`config.mk`:
```
export PLATFORM = sky130hd
export DESIGN_NAME = roman_numeral_encoder_top
export DESIGN_NICKNAME = d
export VERILOG_FILES = /design/src/rtl/rnenc_pkg.sv /design/src/rtl/rnenc_front.sv /design/src/rtl/rnenc_fifo.sv /design/src/rtl/rnenc_back.sv /design/src/rtl/roman_numeral_encoder_top.sv
export SDC_FILE = /design/constraint.sdc
export NUM_CORES = 1
export LEC_CHECK = 0
export BUFFER_PORTS_ARGS = -buffer_cell sky130_fd_sc_hd__buf_2
export CORE_MARGIN = 1
export CORE_UTILIZATION = 46
export CTS_CLUSTER_SIZE = 30
export DETAILED_ROUTE_END_ITERATION = 8
export GPL_ROUTABILITY_DRIVEN = 0
export PLACE_DENSITY_LB_ADDON = 0.3
export SYNTH_ARGS = -nofsm -noshare
export SYNTH_HDL_FRONTEND = slang
export SYNTH_SLANG_ARGS = --single-unit
export TNS_END_PERCENT = 5
```
`constraint.sdc`:
```
create_clock -name clk -period 3.77 [get_ports clk]
set_clock_uncertainty 0.05 [all_clocks]
set_input_delay 0.1885 -clock clk [delete_from_list [all_inputs] [get_ports clk]]
set_output_delay 0.1885 -clock clk [all_outputs]
set_load 0.05 [all_outputs]
```
`src/rtl/rnenc_pkg.sv`:
```
// ----------------------------------------------------------------------------
// rnenc_pkg
// types, codes and numeral tables shared by the roman numeral encoder
// ----------------------------------------------------------------------------
`default_nettype none

package rnenc_pkg;

  localparam int unsigned NUM_W    = 12;
  localparam int unsigned SYM_W    = 7;
  localparam int unsigned CNT_W    = 4;
  localparam logic [NUM_W-1:0] NUM_MAX = NUM_W'(3999);

  // status codes
  localparam logic [1:0] ST_OK    = 2'd0;
  localparam logic [1:0] ST_RANGE = 2'd1;
  localparam logic [1:0] ST_TRUNC = 2'd2;

  // letter role within one decimal place
  localparam logic [1:0] SEL_ONE  = 2'd0;
  localparam logic [1:0] SEL_FIVE = 2'd1;
  localparam logic [1:0] SEL_TEN  = 2'd2;

  // ascii letters
  localparam logic [SYM_W-1:0] CH_I = 7'h49;
  localparam logic [SYM_W-1:0] CH_V = 7'h56;
  localparam logic [SYM_W-1:0] CH_X = 7'h58;
  localparam logic [SYM_W-1:0] CH_L = 7'h4C;
  localparam logic [SYM_W-1:0] CH_C = 7'h43;
  localparam logic [SYM_W-1:0] CH_D = 7'h44;
  localparam logic [SYM_W-1:0] CH_M = 7'h4D;

  // one classified numeral, handed from front to back
  typedef struct packed {
    logic [3:0][3:0]   digits;  // bcd, [3] is thousands
    logic [1:0]        status;
    logic [CNT_W-1:0]  keep;    // letters to emit, 0 means empty result
  } job_t;

  // letters needed for one decimal digit
  function automatic logic [2:0] digit_len(input logic [3:0] d);
    logic [2:0] n;
    case (d)
      4'd1:    n = 3'd1;
      4'd2:    n = 3'd2;
      4'd3:    n = 3'd3;
      4'd4:    n = 3'd2;
      4'd5:    n = 3'd1;
      4'd6:    n = 3'd2;
      4'd7:    n = 3'd3;
      4'd8:    n = 3'd4;
      4'd9:    n = 3'd2;
      default: n = 3'd0;
    endcase
    return n;
  endfunction

  // which letter of the place stands at position pos of digit d
  function automatic logic [1:0] digit_sel(input logic [3:0] d, input logic [1:0] pos);
    logic [1:0] s;
    case (d)
      4'd4:                s = (pos == 2'd0) ? SEL_ONE : SEL_FIVE;
      4'd5:                s = SEL_FIVE;
      4'd6, 4'd7, 4'd8:    s = (pos == 2'd0) ? SEL_FIVE : SEL_ONE;
      4'd9:                s = (pos == 2'd0) ? SEL_ONE : SEL_TEN;
      default:             s = SEL_ONE;
    endcase
    return s;
  endfunction

  function automatic logic [SYM_W-1:0] place_letter(input logic [1:0] place,
                                                    input logic [1:0] sel);
    logic [SYM_W-1:0] c;
    case (place)
      2'd0:    c = (sel == SEL_ONE) ? CH_I : (sel == SEL_FIVE) ? CH_V : CH_X;
      2'd1:    c = (sel == SEL_ONE) ? CH_X : (sel == SEL_FIVE) ? CH_L : CH_C;
      2'd2:    c = (sel == SEL_ONE) ? CH_C : (sel == SEL_FIVE) ? CH_D : CH_M;
      default: c = CH_M;
    endcase
    return c;
  endfunction

endpackage

`default_nettype wire

```
`src/rtl/rnenc_front.sv`:
```
// ----------------------------------------------------------------------------
// rnenc_front
// accepts numbers, range-checks them, converts to bcd and sizes the numeral
// ----------------------------------------------------------------------------
`default_nettype none

module rnenc_front (
  input  wire logic                       clk,
  input  wire logic                       rst_n,
  input  wire logic                       in_valid,
  input  wire logic [rnenc_pkg::NUM_W-1:0] in_number,
  output logic                            in_stall,
  input  wire logic [rnenc_pkg::CNT_W-1:0] max_chars,
  output logic                            push,
  output rnenc_pkg::job_t                 push_job,
  input  wire logic                       full
);
  import rnenc_pkg::*;

  typedef enum logic [1:0] {S_IDLE, S_CONV, S_PUSH} state_t;

  state_t           state_r;
  logic [15:0]      bcd_r;
  logic [NUM_W-1:0] bin_r;
  logic [3:0]       step_r;
  logic             range_r;

  logic [15:0]      bcd_adj;
  logic [4:0]       len;
  logic             accept;

  assign in_stall = !rst_n || (state_r != S_IDLE);
  assign accept   = in_valid && !in_stall;

  // add-3 correction ahead of each shift
  always_comb begin
    for (int n = 0; n < 4; n++) begin
      bcd_adj[n*4 +: 4] = (bcd_r[n*4 +: 4] >= 4'd5) ? bcd_r[n*4 +: 4] + 4'd3
                                                    : bcd_r[n*4 +: 4];
    end
  end

  always_comb begin
    len = 5'(digit_len(bcd_r[15:12])) + 5'(digit_len(bcd_r[11:8]))
        + 5'(digit_len(bcd_r[7:4]))   + 5'(digit_len(bcd_r[3:0]));
  end

  always_comb begin
    push_job.digits = bcd_r;
    if (range_r) begin
      push_job.status = ST_RANGE;
      push_job.keep   = '0;
    end else if (len > {1'b0, max_chars}) begin
      push_job.status = ST_TRUNC;
      push_job.keep   = max_chars;
    end else begin
      push_job.status = ST_OK;
      push_job.keep   = len[CNT_W-1:0];
    end
  end

  assign push = (state_r == S_PUSH) && !full;

  always_ff @(posedge clk) begin
    if (!rst_n) begin
      state_r <= S_IDLE;
      step_r  <= '0;
      range_r <= 1'b0;
    end else begin
      case (state_r)
        S_IDLE: begin
          if (accept) begin
            bcd_r   <= '0;
            bin_r   <= in_number;
            step_r  <= '0;
            range_r <= (in_number == '0) || (in_number > NUM_MAX);
            state_r <= ((in_number == '0) || (in_number > NUM_MAX)) ? S_PUSH : S_CONV;
          end
        end
        S_CONV: begin
          {bcd_r, bin_r} <= {bcd_adj, bin_r} << 1;
          step_r         <= step_r + 4'd1;
          if (step_r == 4'(NUM_W - 1)) begin
            state_r <= S_PUSH;
          end
        end
        S_PUSH: begin
          if (!full) begin
            state_r <= S_IDLE;
          end
        end
        default: state_r <= S_IDLE;
      endcase
    end
  end

endmodule

`default_nettype wire

```
`src/rtl/rnenc_fifo.sv`:
```
// ----------------------------------------------------------------------------
// rnenc_fifo
// short queue of classified numerals between front and back
// ----------------------------------------------------------------------------
`default_nettype none

module rnenc_fifo #(
  parameter int unsigned DEPTH = 2
) (
  input  wire logic            clk,
  input  wire logic            rst_n,
  input  wire logic            push,
  input  wire rnenc_pkg::job_t push_job,
  output logic                 full,
  input  wire logic            pop,
  output rnenc_pkg::job_t      head_job,
  output logic                 empty
);
  import rnenc_pkg::*;

  localparam int unsigned AW = (DEPTH > 1) ? $clog2(DEPTH) : 1;
  localparam int unsigned CW = $clog2(DEPTH + 1);

  job_t          mem_r [DEPTH];
  logic [AW-1:0] wr_ptr_r;
  logic [AW-1:0] rd_ptr_r;
  logic [CW-1:0] fill_r;

  assign full     = (fill_r == CW'(DEPTH));
  assign empty    = (fill_r == '0);
  assign head_job = mem_r[rd_ptr_r];

  function automatic logic [AW-1:0] wrap_inc(input logic [AW-1:0] p);
    return (p == AW'(DEPTH - 1)) ? '0 : p + AW'(1);
  endfunction

  always_ff @(posedge clk) begin
    if (push && !full) begin
      mem_r[wr_ptr_r] <= push_job;
    end
  end

  always_ff @(posedge clk) begin
    if (!rst_n) begin
      wr_ptr_r <= '0;
      rd_ptr_r <= '0;
      fill_r   <= '0;
    end else begin
      if (push && !full) begin
        wr_ptr_r <= wrap_inc(wr_ptr_r);
      end
      if (pop && !empty) begin
        rd_ptr_r <= wrap_inc(rd_ptr_r);
      end
      case ({push && !full, pop && !empty})
        2'b10:   fill_r <= fill_r + CW'(1);
        2'b01:   fill_r <= fill_r - CW'(1);
        default: fill_r <= fill_r;
      endcase
    end
  end

endmodule

`default_nettype wire

```
`src/rtl/rnenc_back.sv`:
```
// ----------------------------------------------------------------------------
// rnenc_back
// walks the bcd digits of a numeral and emits one letter per transaction
// ----------------------------------------------------------------------------
`default_nettype none

module rnenc_back (
  input  wire logic                        clk,
  input  wire logic                        rst_n,
  input  wire rnenc_pkg::job_t             head_job,
  input  wire logic                        empty,
  output logic                             pop,
  output logic                             out_valid,
  input  wire logic                        out_stall,
  output logic [rnenc_pkg::SYM_W-1:0]      out_symbol,
  output logic                             out_has_symbol,
  output logic [1:0]                       out_status,
  output logic [rnenc_pkg::CNT_W-1:0]      out_char_count,
  output logic                             out_last
);
  import rnenc_pkg::*;

  typedef enum logic {S_IDLE, S_RUN} state_t;

  state_t           state_r;
  logic [3:0][3:0]  dig_r;
  logic [1:0]       place_r;
  logic [1:0]       pos_r;
  logic [CNT_W-1:0] count_r;
  logic [CNT_W-1:0] keep_r;
  logic [1:0]       status_r;

  logic             out_valid_r;
  logic [SYM_W-1:0] out_symbol_r;
  logic             out_has_symbol_r;
  logic [1:0]       out_status_r;
  logic [CNT_W-1:0] out_char_count_r;
  logic             out_last_r;

  logic             out_ld;
  logic [1:0]       first_place;
  logic [1:0]       next_place;
  logic             found_next;
  logic [CNT_W-1:0] count_inc;
  logic             run_last;
  logic             digit_done;

  assign out_ld = !out_valid_r || !out_stall;
  assign pop    = (state_r == S_IDLE) && !empty && out_ld;

  assign out_valid      = out_valid_r;
  assign out_symbol     = out_symbol_r;
  assign out_has_symbol = out_has_symbol_r;
  assign out_status     = out_status_r;
  assign out_char_count = out_char_count_r;
  assign out_last       = out_last_r;

  // highest place with letters in the queued numeral
  always_comb begin
    first_place = 2'd0;
    for (int p = 0; p < 4; p++) begin
      if (digit_len(head_job.digits[p]) != 3'd0) begin
        first_place = 2'(p);
      end
    end
  end

  // next lower place with letters
  always_comb begin
    next_place = 2'd0;
    found_next = 1'b0;
    for (int p = 2; p >= 0; p--) begin
      if (!found_next && (p < int'(place_r)) && (digit_len(dig_r[p]) != 3'd0)) begin
        next_place = 2'(p);
        found_next = 1'b1;
      end
    end
  end

  assign count_inc  = count_r + CNT_W'(1);
  assign run_last   = (count_inc == keep_r);
  assign digit_done = (({1'b0, pos_r} + 3'd1) == digit_len(dig_r[place_r]));

  always_ff @(posedge clk) begin
    if (!rst_n) begin
      state_r     <= S_IDLE;
      out_valid_r <= 1'b0;
    end else begin
      if (out_ld) begin
        out_valid_r <= 1'b0;
      end
      case (state_r)
        S_IDLE: begin
          if (pop) begin
            dig_r    <= head_job.digits;
            keep_r   <= head_job.keep;
            status_r <= head_job.status;
            place_r  <= first_place;
            pos_r    <= '0;
            count_r  <= '0;
            if (head_job.keep == '0) begin
              // empty run: one result with no letter
              out_valid_r      <= 1'b1;
              out_symbol_r     <= '0;
              out_has_symbol_r <= 1'b0;
              out_status_r     <= head_job.status;
              out_char_count_r <= '0;
              out_last_r       <= 1'b1;
            end else begin
              state_r <= S_RUN;
            end
          end
        end
        S_RUN: begin
          if (out_ld) begin
            out_valid_r      <= 1'b1;
            out_symbol_r     <= place_letter(place_r, digit_sel(dig_r[place_r], pos_r));
            out_has_symbol_r <= 1'b1;
            out_status_r     <= status_r;
            out_char_count_r <= count_inc;
            out_last_r       <= run_last;
            count_r          <= count_inc;
            if (digit_done) begin
              place_r <= next_place;
              pos_r   <= '0;
            end else begin
              pos_r <= pos_r + 2'd1;
            end
            if (run_last) begin
              state_r <= S_IDLE;
            end
          end
        end
        default: state_r <= S_IDLE;
      endcase
    end
  end

endmodule

`default_nettype wire

```
`src/rtl/roman_numeral_encoder_top.sv`:
```
// ----------------------------------------------------------------------------
// roman_numeral_encoder_top
// integer to subtractive roman numeral, one ascii letter per output transaction
// ----------------------------------------------------------------------------
// Each accepted number (1..3999) comes out as a run of letters I V X L C D M,
// most significant first, one per output transaction, the final one marked by
// out_last. Every result of a run carries the same status: ok, out of range
// (number 0 or above 3999, one empty result), or truncated when the numeral is
// longer than cfg max_chars (reset 15); a limit of zero gives one empty
// truncated result. The front takes a number, range-checks it and converts it
// to bcd with a shift-and-add-3 loop of one bit per cycle, and stays busy until
// the job is pushed into the queue; an out-of-range number skips the loop. The
// back pops one queued job and then emits one letter per cycle while the output
// is not stalled, with the queue letting the front convert the next number
// while the back still emits. The output is registered, so a stall on the
// result side holds the back directly and reaches the front once the queue is full.
`default_nettype none

module roman_numeral_encoder_top #(
  parameter int unsigned QUEUE_DEPTH = 2
) (
  input  wire logic                        clk,
  input  wire logic                        rst_n,
  // number in
  input  wire logic                        in_valid,
  input  wire logic [rnenc_pkg::NUM_W-1:0] in_number,
  output logic                             in_stall,
  // letters out
  output logic                             out_valid,
  input  wire logic                        out_stall,
  output logic [rnenc_pkg::SYM_W-1:0]      out_symbol,
  output logic                             out_has_symbol,
  output logic [1:0]                       out_status,
  output logic [rnenc_pkg::CNT_W-1:0]      out_char_count,
  output logic                             out_last,
  // max_chars register
  input  wire logic                        cfg_wr_en,
  input  wire logic [rnenc_pkg::CNT_W-1:0] cfg_wr_data
);
  import rnenc_pkg::*;

  // character limit, to be written by the user only while idle; the block does not enforce this
  logic [CNT_W-1:0] max_chars_r;

  // front to queue
  logic push;
  job_t push_job;
  logic full;

  // queue to back
  logic pop;
  job_t head_job;
  logic empty;

  always_ff @(posedge clk) begin
    if (!rst_n) begin
      max_chars_r <= CNT_W'(15);
    end else if (cfg_wr_en) begin
      max_chars_r <= cfg_wr_data;
    end
  end

  // range check and bcd conversion
  rnenc_front u_front (
    .clk       (clk),
    .rst_n     (rst_n),
    .in_valid  (in_valid),
    .in_number (in_number),
    .in_stall  (in_stall),
    .max_chars (max_chars_r),
    .push      (push),
    .push_job  (push_job),
    .full      (full)
  );

  // decouples conversion from letter emission
  rnenc_fifo #(
    .DEPTH (QUEUE_DEPTH)
  ) u_fifo (
    .clk      (clk),
    .rst_n    (rst_n),
    .push     (push),
    .push_job (push_job),
    .full     (full),
    .pop      (pop),
    .head_job (head_job),
    .empty    (empty)
  );

  // letter sequencer with output register
  rnenc_back u_back (
    .clk            (clk),
    .rst_n          (rst_n),
    .head_job       (head_job),
    .empty          (empty),
    .pop            (pop),
    .out_valid      (out_valid),
    .out_stall      (out_stall),
    .out_symbol     (out_symbol),
    .out_has_symbol (out_has_symbol),
    .out_status     (out_status),
    .out_char_count (out_char_count),
    .out_last       (out_last)
  );

endmodule

`default_nettype wire

```
==> Word-level counts from Yosys, hierarchy flattened <==
Memories as Yosys holds them, arrays and structs flattened. A register that Yosys moved wholly into a read port is not among the register bits.
Cells that the tools add are included.
{ "op_classes": {"addsub": 15, "order_cmp": 10, "eq_ne": 24, "muxes": 95, "bitwise_logic": 1, "reduce_logical": 47} }
{ "ops": {"columns": ["op", "count"], "rows": [
  ["2-to-1 mux 4 bit", 19],
  ["2-to-1 mux 2 bit", 22],
  ["2-to-1 mux 7 bit", 6],
  ["one-hot mux 16 bit (2 select lines)", 1],
  ["2-to-1 mux 1 bit", 25],
  ["one-hot mux 12 bit (2 select lines)", 1],
  ["one-hot mux 4 bit (2 select lines)", 3],
  ["one-hot mux 7 bit (3 select lines)", 1],
  ["nonzero test 3 bit", 6],
  ["== test 4 x 3 -> 1 bit (second input constant)", 4],
  [">= comparator 4 x 3 -> 1 bit (second input constant)", 4],
  ["2-to-1 mux 16 bit", 1],
  ["one-hot mux 2 bit (2 select lines)", 4],
  ["one-hot mux 7 bit (2 select lines)", 1],
  ["adder 4 x 2 -> 4 bit (second input constant)", 3],
  ["== test 4 bit (second input constant)", 3],
  ["greater-than comparator 12 bit (second input constant)", 1],
  ["zero test 12 bit", 1],
  ["2-to-1 mux 12 bit", 1],
  ["2-to-1 mux 6 bit", 2],
  ["AND reduction 3 bit", 4],
  ["logical AND 1 bit", 11],
  ["adder 5 x 3 -> 5 bit", 2],
  ["zero test 2 bit", 5],
  ["30 further kinds", 61]
]} }
{ "totals": {"reg_bits": 90, "ramBits": 44, "rom_bits": 528, "out_inout_bits": 17, "elab_cells": 229, "memories": 12} }
{ "mem_list": {"columns": ["name", "depth", "word_bits", "read_ports", "rd_ports_with_merged_regs", "write_ports", "line", "text"], "rows": [
  ["(name not given)", 16, 3, 1, 0, 0, "rnenc_pkg.sv:43", "case (d)"],
  ["(name not given)", 16, 3, 1, 1, 0, "rnenc_pkg.sv:43", null],
  ["(name not given)", 16, 3, 1, 1, 0, "rnenc_pkg.sv:43", null],
  ["(name not given)", 16, 3, 1, 1, 0, "rnenc_pkg.sv:43", null],
  ["(name not given)", 16, 3, 1, 0, 0, "rnenc_pkg.sv:43", null],
  ["(name not given)", 16, 3, 1, 0, 0, "rnenc_pkg.sv:43", null],
  ["+6 memories", null, null, null, null, null, null, null]
]} }

==> Logic depth before layout (Yosys ltp) <==
Gate-level depths: netlist (run 1).
{ "depth": {"ltp_word": 14, "ltp_mapped": 14, "ltp_nobuf": 14} }

==> Cells and area by module <==
Synthesis (run 1) repeated with hierarchy kept, for this count alone.
{ "unflattened": {"hier_cells": 600, "area_unflattened_um2": 7394.6} }
{ "by_module_without_submodules": {"columns": ["module", "n_inst", "cells_per_inst", "area_each_um2"], "rows": [
  ["rnenc_front", 1, 317, 3065.4],
  ["rnenc_back", 1, 176, 2373.5],
  ["rnenc_fifo", 1, 94, 1815.5],
  ["roman_numeral_encoder_top", 1, 13, 140.1]
]} }

==> Worst setup path before layout (run 1) <==
OpenSTA, ideal clock, no wires.
{ "synth_path": {"path_type": "register to register", "from": "register (tool-made name)", "to": "memory u_fifo.mem_r[0][0] in the netlist's numbering (data pin)", "setup_time_ps": 191, "t_arrival_ps": 3449, "required_time_ps": 3529, "slack_ps": 79, "stages_incl_launch_ff": 14, "path_buffers": 0, "synth_period_minus_slack_ps": 3691, "cell_sequence": "dfxtp_1 -> ha_1 -> fa_1 -> xor2_1 -> fa_1 -> inv_1 -> fa_1 -> inv_1 -> ha_1 -> o21a_1 -> o21a_1 -> o21ai_1 -> a21oi_1 -> a311oi_1"} }
{ "synth_lines": {"columns": ["element", "line", "text"], "rows": [
  ["to (decl)", "rnenc_fifo.sv:24", "job_t mem_r [DEPTH];"]
]} }

==> results of run 1 <==
stage by stage:
stage / util (%) / cells / hold WS, ns
4_1_cts: 54.6 / 850 / 0.00545
3_5_place_dp: 49.5 / 805 / 0.356
5_1_grt: 54.8 / 851 / 0.0330
2_1_floorplan: - / 595 / 0.265
3_3_place_gp: 49.5 / 805 / 0.356
6_report: 54.8 / 851 / 0.0237
what timing repair did:
item	in CTS	in global routing
endpoints found under the hold margin	11	0
resized for setup	7	7
gates cloned	0	0
pin swaps	9	11
setup buffers	2	1
endpoints found under the setup margin	10	10
hold buffers	11	0
area by class of cell:
| type | count | area, um2 |
|---|---|---|
| inverter | 33 | 124 |
| clock buffer | 17 | 425 |
| clock inverter | 15 | 183 |
| tap | 188 | 235 |
| fill | 1243 | 6840 |
| sequential | 152 | 4200 |
| timing repair buffer | 57 | 369 |
| multi-input combinational | 389 | 2770 |
how the worst min path moves through the flow:
stage | startpoint | to
floorplan | cfg_wr_data[3] | max_chars_r[3]
global placement | cfg_wr_data[3] | max_chars_r[3]
detailed placement | cfg_wr_data[3] | max_chars_r[3]
CTS | out_stall | u_back.state_r
global route | out_stall | u_back.state_r
finish | in_number[11] | u_front.bin_r[11]
kinds of logic (layout without fill, tap and decap cells):
| logic type | Yosys count | count (layout) | share of synthesized area (%) |
|---|---|---|---|
| and+or+nand+nor | 180 | 180 | 12.1 |
| DFF | 152 | 152 | 59.0 |
| AOI/OAI and AO/OA | 119 | 119 | 10.9 |
| buffers and inverters | 54 | 122 | 3.04 |
| muxes | 40 | 40 | 6.89 |
| adders and majority gates | 28 | 28 | 5.45 |
| xor gates and xnor gates | 21 | 21 | 2.58 |
| other | 1 | 1 | 0.0526 |
power breakdown:
part           switching (mW)  leakage [nW]  internal (mW)
sequential              0.185          1.37           2.17
combinational           0.912          1.50          0.700
clock                   0.637         0.291           1.10
total                    1.73          3.16           3.97
synth_stat cells (4+ instances only):
master | n | area (um2)
a211oi_1 | 4 | 30.0
a21o_1 | 7 | 52.6
a21oi_1 | 32 | 160
a22oi_1 | 7 | 52.6
a31oi_1 | 5 | 31.3
and2_1 | 12 | 75.1
clkbuf_1 | 15 | 56.3
dfxtp_1 | 36 | 721
edfxtp_1 | 116 | 3480
fa_1 | 5 | 100
ha_1 | 23 | 288
inv_1 | 30 | 113
mux2_1 | 13 | 146
mux2_2 | 13 | 146
mux2i_1 | 10 | 100
nand2_1 | 65 | 244
nand2b_1 | 10 | 62.6
nand3_1 | 9 | 45.0
nor2_1 | 43 | 161
nor2b_1 | 9 | 56.3
nor3_1 | 10 | 50.1
nor4_1 | 4 | 25.0
o21a_1 | 9 | 67.6
o21ai_0 | 6 | 30.0
o21ai_1 | 19 | 95.1
o22ai_1 | 4 | 25.0
xnor2_1 | 12 | 105
xor2_1 | 9 | 78.8
layer usage:
layer	wire length, um	track usage, %	share of wire, %	vias to the layer above
met4	420	9.92	3.2	0
met1	5880	21.2	45	2230
li1	-	-	-	2275
met3	366	3.96	2.8	26
met5	0	0	0	-
met2	6450	28.6	49	83
placed cells by master, fill, tap and decap left out, drive strengths merged, types with 11 or more instances in the layout:
| cell | count |
|---|---|
| mux2 | 26 |
| dfxtp | 36 |
| ha | 23 |
| nor3 | 11 |
| nand2 | 65 |
| inv | 34 |
| a21oi | 32 |
| o21ai | 25 |
| edfxtp | 116 |
| clkbuf | 17 |
| xnor2 | 12 |
| nor2 | 43 |
| and2 | 12 |
| dlygate4sd3 | 11 |
| buf | 46 |
worst max-delay path, cell delays in order (launching register included):
cell      delay (ns)
dfxtp_1         0.33
ha_2            0.20
fa_2            0.45
fa_1            0.50
ha_2            0.18
inv_1           0.05
fa_1            0.51
inv_2           0.05
ha_4            0.21
o21a_1          0.10
o21a_1          0.21
o21ai_4         0.21
a21oi_2         0.09
a311oi_2        0.32
==> impl_metrics.py, run 1 <==
metrics = {
    "run_status": {
        "status": "finished, final reports clean",
    },
    "synth": {
        "synth_ff_type": "edfxtp_1",
        "synth_edf_count": 116,
        "syn_area_mm2": 0.00712,
        "yosys_warnings": 0,
        "async_flop_share_pct": 0,
        "ys_ff_latch": 152,
        "yosys.cell_types.count": 61,
        "syn-num-nets": 644,
        "ys_seq_area_share_pct": 59.0,
        "syn_inst": 595,
        "avgSynthCellArea_um2": 12.0,
    },
    "placed_design": {
        "dp_hpwl_um": 9170,
        "numPortBuffers": 36,
        "pre_cts_slack_ns": -0.122,
        "dpl_cell_area_mm2": 0.00750,
    },
    "floorplan": {
        "core-area_mm2": 0.0151,
        "start_util_pct": 47.0,
        "die_h_um": 126,
        "io_pins": 38,
        "die_x_um": 126,
        "row_count": 45,
        "dieArea_mm2": 0.0160,
    },
    "route": {
        "drc": 0,
        "num_vias": 4614,
        "vias_per_cell": 5.42,
        "final_antenna_net_count": 0,
        "drt_iter0_drc": 211,
        "first_pass_iters": 4,
        "finalWirelength_um": 13100,
        "wire_per_inst_um": 15.4,
    },
    "clock_network": {
        "cts_tree": "done",
        "h-tree-depth": 4,
        "clk_path_buf_depth": 2,
        "clk_latency_ns": 0.42,
        "cts_sinks": 152,
        "numCtsBuffers": 17,
        "root_buffer": "clkbuf_16",
        "clk_pin_slew_worst_paths_ns": 0.06,
    },
    "finish": {
        "syn2layout_area_growth_pct": 16.6,
        "layout.nets": 699,
        "fin_area_mm2": 0.00831,
        "drive_gt1_share_pct": 16.6,
        "antenna_cells": 0,
    },
    "worst_hold_path": {
        "whs_path_depth": 3,
        "min_path_type": "in -> reg",
    },
    "power": {
        "ir_drop_mv": 0.301,
        "p_leak_nw": 3.16,
        "finalPower_mw": 5.70,
        "power_density_mw_per_mm2": 687,
    },
    "timing": {
        "hold_viol": 0,
        "final.setup.tns_ns": 0,
        "slew_headroom_pct": 41.2,
        "worst_slack_ns": 0.125,
        "fin_crit_sh_pct": 96.7,
        "fin_crit_ns": 3.65,
        "tightest_slew_ns": 0.882,
        "max_freq_mhz": 274,
        "finalMaxSlewViolations": 0,
        "setup_viol": 0,
    },
    "global_route": {
        "grt_use_total_pct": 17.4,
        "grt_pass1_wl_um": 21600,
        "antenna_found_initial": 0,
        "grt-ovfl-total": 0,
        "grt_pass1_vias": 4540,
        "grt_max_degree": 31,
    },
    "critical_path": {
        "ff2ff_path_depth": 13,
        "startpoint_type": "register",
        "cp-end-kind": "register",
        "critPathKind": "reg -> reg",
        "crit_arrival_ns": 3.82,
        "crit_fanout": 4,
        "r2r_slack_ns": 0.12,
        "r2r_end": "u_fifo.mem_r[1][0]",
        "worstSetupEndpoint": "u_fifo.mem_r[1][0]",
        "required_ns": 3.94,
    },
    "run": {
        "max-cap-violations": 0,
    },
}
Power figures use the tool's default switching activity.
==> run 2, diff against run 1 <==
Settings changed: CORE_ASPECT_RATIO set to 2.
==> impl_metrics.py, run 2 (synthesis results as in run 1) <==
metrics = {
    "critical_path": {
        "cp-end-kind": "register",
        "required_ns": 3.85,
        "crit_fanout": 5,
        "r2r_end": "u_fifo.mem_r[1][5]",
        "crit_arrival_ns": 3.76,
        "critPathKind": "reg -> reg",
        "r2r_slack_ns": 0.08,
        "startpoint_type": "register",
        "ff2ff_path_depth": 14,
    },
    "power": {
        "power_density_mw_per_mm2": 689,
        "p_sw_mw": 1.96,
        "finalPower_mw": 5.78,
        "p_leak_nw": 3.20,
        "clockPowerShare_pct": 29.5,
        "pwr-share-comb_pct": 29.6,
        "internal-power_mw": 3.82,
        "power_frac_seq_pct": 40.9,
        "swShare_pct": 33.9,
        "ir_drop_mv": 0.361,
    },
    "clock_network": {
        "cts_tree": "done",
        "root_buffer": "clkbuf_16",
        "clk_path_buf_depth": 2,
        "cts_sinks": 152,
        "clk_pin_slew_worst_paths_ns": 0.08,
        "h-tree-depth": 4,
        "numCtsBuffers": 17,
        "clk_latency_ns": 0.42,
    },
    "global_route": {
        "grt_pass1_vias": 4846,
        "grt_max_degree": 28,
        "grt_use_total_pct": 18.7,
        "grt_pass1_wl_um": 22900,
        "grt-ovfl-total": 0,
        "antenna_found_initial": 0,
    },
    "floorplan": {
        "io_pins": 38,
        "row_count": 64,
        "start_util_pct": 46.8,
        "dieArea_mm2": 0.0160,
        "core-area_mm2": 0.0152,
        "die_h_um": 178,
        "die_x_um": 90.0,
    },
    "finish": {
        "mostFrequentLayoutCell": "edfxtp_1",
        "drive_gt1_share_pct": 18.3,
        "utilization_pct": 55.1,
        "syn2layout_area_growth_pct": 17.7,
        "layout.nets": 704,
        "antenna_cells": 0,
        "layout_common_cells": "edfxtp_1, nand2_1, nor2_1, buf_2, dfxtp_1",
    },
    "route": {
        "wire_per_inst_um": 16.4,
        "drc": 0,
        "num_vias": 4709,
        "vias_per_cell": 5.44,
        "finalWirelength_um": 14200,
        "final_antenna_net_count": 0,
        "drt_iter0_drc": 128,
        "first_pass_iters": 4,
    },
    "timing": {
        "max_freq_mhz": 271,
        "tightest_slew_ns": 0.794,
        "slew_headroom_pct": 47.1,
        "hold_viol": 0,
        "final.setup.tns_ns": 0,
        "finalMaxSlewViolations": 0,
        "fin_crit_ns": 3.69,
        "whs_ns": 0.0178,
        "worst_slack_ns": 0.0833,
        "fin_crit_sh_pct": 97.8,
        "rsz0062_at_grt": "true",
        "setup_viol": 0,
    },
    "placed_design": {
        "numPortBuffers": 36,
        "dp_hpwl_um": 10100,
        "pre_cts_slack_ns": -0.212,
    },
    "worst_hold_path": {
        "hp-start": "cfg_wr_en",
        "whs_path_depth": 2,
        "min_to": "max_chars_r[1]",
        "min_path_type": "in -> reg",
    },
    "run_status": {
        "status": "finished, final reports clean",
    },
    "run": {
        "max-cap-violations": 0,
    },
}
run 2: cell count changes in the layout (fill, tap and decap cells not counted), sizes merged:
| cell | delta |
|---|---|
| inv | +5 |
| buf | +6 |
| bufinv | -4 |
| dlygate4sd3 | -1 |
| clkinvlp | -3 |
| clkinv | +2 |
run 2: layout make-up:
type,instances,area [um2]
clock buffers,17,425
inverters,33,124
clock inverters,15,196
multi-input cells,389,2770
well taps,198,248
repair buffers,62,408
flip-flops and latches,152,4210
fillers,1267,6830
run 2: what timing repair did:
action | 4_1_cts | 5_1_grt
gates resized for setup | 7 | 12
endpoints found under the setup margin | 8 | 10
pin swaps | 6 | 10
setup buffers | 3 | 2
endpoints found under the hold margin | 10 | 0
gates cloned | 0 | 0
hold buffers | 10 | 0
run 2: metal layers:
layer	global-route usage (%)	wire length [um]	vias up
met5	0	0	-
met1	16.3	4810	2277
li1	-	-	2282
met2	37.0	8200	111
met3	3.67	398	39
met4	14.0	761	0
run 2: per-stage QoR:
stage / instance area [um2] / instances
after floorplan: 7120 / 595
after global placement: 7540 / 819
after detailed placement: 7540 / 819
after CTS: 8320 / 864
after global routing: 8380 / 866
final: 8380 / 866
run 2: worst max-delay path by stage:
stage | cells past startpoint | to | slack (ns) | from
global placement | 13 | u_fifo.mem_r[0][2] | 0.02 | register
CTS | 14 | u_fifo.mem_r[1][1] | 0.03 | register
finish | 14 | u_fifo.mem_r[1][5] | 0.08 | register
detailed placement | 13 | u_fifo.mem_r[1][2] | -0.21 | register
floorplan | 13 | u_fifo.mem_r[0][0] | 0.08 | register
global route | 13 | u_fifo.mem_r[0][2] | -0.03 | register
run 2: critical path, stage by stage (launching register included):
cell     delay, ns
dfxtp_2       0.33
ha_4          0.16
fa_2          0.45
fa_1          0.52
ha_2          0.19
inv_2         0.04
fa_1          0.51
inv_2         0.06
ha_4          0.22
o21a_1        0.11
o21a_1        0.22
o21ai_4       0.23
buf_6         0.13
buf_4         0.09
a21oi_1       0.08
run 2: power groups by stage:
stage | combinational [mW] | clock, mW | sequential (mW)
2_1_floorplan | 1.13 | 0 | 2.37
3_3_place_gp | 1.41 | 0 | 2.38
3_5_place_dp | 1.50 | 0 | 2.40
4_1_cts | 1.61 | 1.74 | 2.36
5_1_grt | 1.87 | 1.80 | 2.40
6_report | 1.71 | 1.71 | 2.36
==> run 3, diff against run 2 <==
Settings changed: PLACE_DENSITY set to 0.66, PLACE_DENSITY_LB_ADDON 0.3 to not set.
==> impl_metrics.py, run 3 (synthesis results as in run 1) <==
metrics = {
    "critical_path": {
        "crit_arrival_ns": 3.97,
        "startpoint_type": "register",
        "ff2ff_path_depth": 14,
        "crit_fanout": 4,
        "worstSetupEndpoint": "u_fifo.mem_r[0][1]",
        "r2r_end": "u_fifo.mem_r[0][1]",
        "r2r_slack_ns": 0.02,
        "cp-end-kind": "register",
        "required_ns": 3.99,
        "critPathKind": "reg -> reg",
    },
    "placed_design": {
        "dpl_cell_area_mm2": 0.00755,
        "pre_cts_slack_ns": -0.238,
        "numPortBuffers": 36,
        "dp_hpwl_um": 10100,
    },
    "clock_network": {
        "cts_sinks": 152,
        "cts_tree": "done",
        "clk_path_buf_depth": 2,
        "h-tree-depth": 4,
        "clk_pin_slew_worst_paths_ns": 0.07,
        "root_buffer": "clkbuf_16",
        "clk_latency_ns": 0.42,
        "numCtsBuffers": 17,
    },
    "run_status": {
        "status": "finished, final reports clean",
    },
    "route": {
        "finalWirelength_um": 14100,
        "drc": 0,
        "vias_per_cell": 5.44,
        "final_antenna_net_count": 0,
        "first_pass_iters": 5,
        "drt_iter0_drc": 187,
        "num_vias": 4713,
        "wire_per_inst_um": 16.3,
    },
    "floorplan": {
        "die_x_um": 90.0,
        "core-area_mm2": 0.0152,
        "die_h_um": 178,
        "start_util_pct": 46.8,
        "dieArea_mm2": 0.0160,
        "row_count": 64,
        "io_pins": 38,
    },
    "global_route": {
        "grt_use_total_pct": 18.7,
        "grt-ovfl-total": 0,
        "antenna_found_initial": 1,
        "grt_max_degree": 28,
        "grt_pass1_vias": 4833,
        "grt_pass1_wl_um": 22800,
    },
    "worst_hold_path": {
        "whs_path_depth": 3,
        "min_path_type": "in -> reg",
    },
    "finish": {
        "drive_gt1_share_pct": 18.1,
        "fin_area_mm2": 0.00841,
        "syn2layout_area_growth_pct": 18.0,
        "layout.nets": 705,
        "mostFrequentLayoutCell": "edfxtp_1",
        "layout_common_cells": "edfxtp_1, nand2_1, nor2_1, buf_2, dfxtp_1",
        "fillers": 1282,
        "antenna_cells": 0,
    },
    "power": {
        "p_leak_nw": 3.21,
        "ir_drop_mv": 0.320,
        "power_density_mw_per_mm2": 686,
    },
    "timing": {
        "tightest_slew_ns": 0.727,
        "hold_viol": 0,
        "setup_viol": 0,
        "slew_headroom_pct": 50.9,
        "fin_crit_sh_pct": 99.5,
        "finalMaxSlewViolations": 0,
        "fin_crit_ns": 3.75,
        "worst_slack_ns": 0.0184,
        "max_freq_mhz": 267,
    },
    "run": {
        "max-cap-violations": 0,
    },
}
run 3: cell count changes in the layout (fill, tap and decap cells not counted), moves of 2 or more:
cell,delta
o21ai_2,+2
o21ai_1,-2
inv_8,+2
inv_6,-3
inv_2,-2
inv_1,+2
run 3: power breakdown:
part / internal [mW] / switching, mW / total (mW) / leakage (nW)
logic: 0.735 / 0.962 / 1.70 / 1.53
clock network: 0.906 / 0.801 / 1.71 / 0.301
registers: 2.17 / 0.194 / 2.36 / 1.37
run 3: worst min-delay path by stage:
stage                              start          endpoint  slack [ns]
after CTS                   in_number[3]  u_front.bin_r[3]      0.0002
after global routing               rst_n    max_chars_r[0]        0.01
final                       in_number[3]  u_front.bin_r[3]        0.01
after global placement    cfg_wr_data[3]    max_chars_r[3]        0.35
after detailed placement  cfg_wr_data[3]    max_chars_r[3]        0.36
after floorplan           cfg_wr_data[3]    max_chars_r[3]        0.26
run 3: per-layer routing:
metal	up-vias	GRT usage (%)	routed length (um)
met2	105	37.5	8230
met3	34	3.96	323
met5	-	0	0
met1	2278	16.5	4910
met4	0	11.6	629
li1	2296	-	-
run 3: what timing repair did:
item,4_1_cts,5_1_grt
hold buffers,11,0
pin swaps,6,13
setup buffers,2,3
resized for setup,3,14
hold endpoints to repair,10,0
endpoints found under the setup margin,10,10
run 3: cell type report:
class,count,area (um2),share of cell area (%)
flip-flops and latches,152,4210,50.0
well taps,198,248,2.95
multi-input cells,389,2780,33.0
clock buffers,17,425,5.06
inverters,33,124,1.47
repair buffers,63,427,5.08
clock inverters,15,201,2.40
run 3: stage by stage:
stage | hold slack, ns | util (%) | cells | power (mW) | TNS (ns)
final | 0.0114 | 55.3 | 867 | 5.77 | 0
after detailed placement | 0.361 | 49.6 | 819 | 3.90 | -1.37
after CTS | 0.000203 | 54.6 | 864 | 5.66 | 0
after global placement | 0.351 | 49.6 | 819 | 3.80 | 0
after floorplan | 0.265 | - | 595 | 3.51 | 0
after global routing | 0.0119 | 55.3 | 867 | 6.06 | -0.648
run 3: worst max-delay path: stages (launching register included):
cell     delay [ns]
dfxtp_2        0.33
ha_4           0.16
fa_2           0.45
fa_1           0.52
ha_2           0.18
inv_1          0.07
fa_1           0.53
inv_1          0.09
ha_4           0.24
o21a_1         0.12
o21a_1         0.22
o21ai_4        0.21
buf_6          0.15
nand3_1        0.09
a21oi_2        0.19
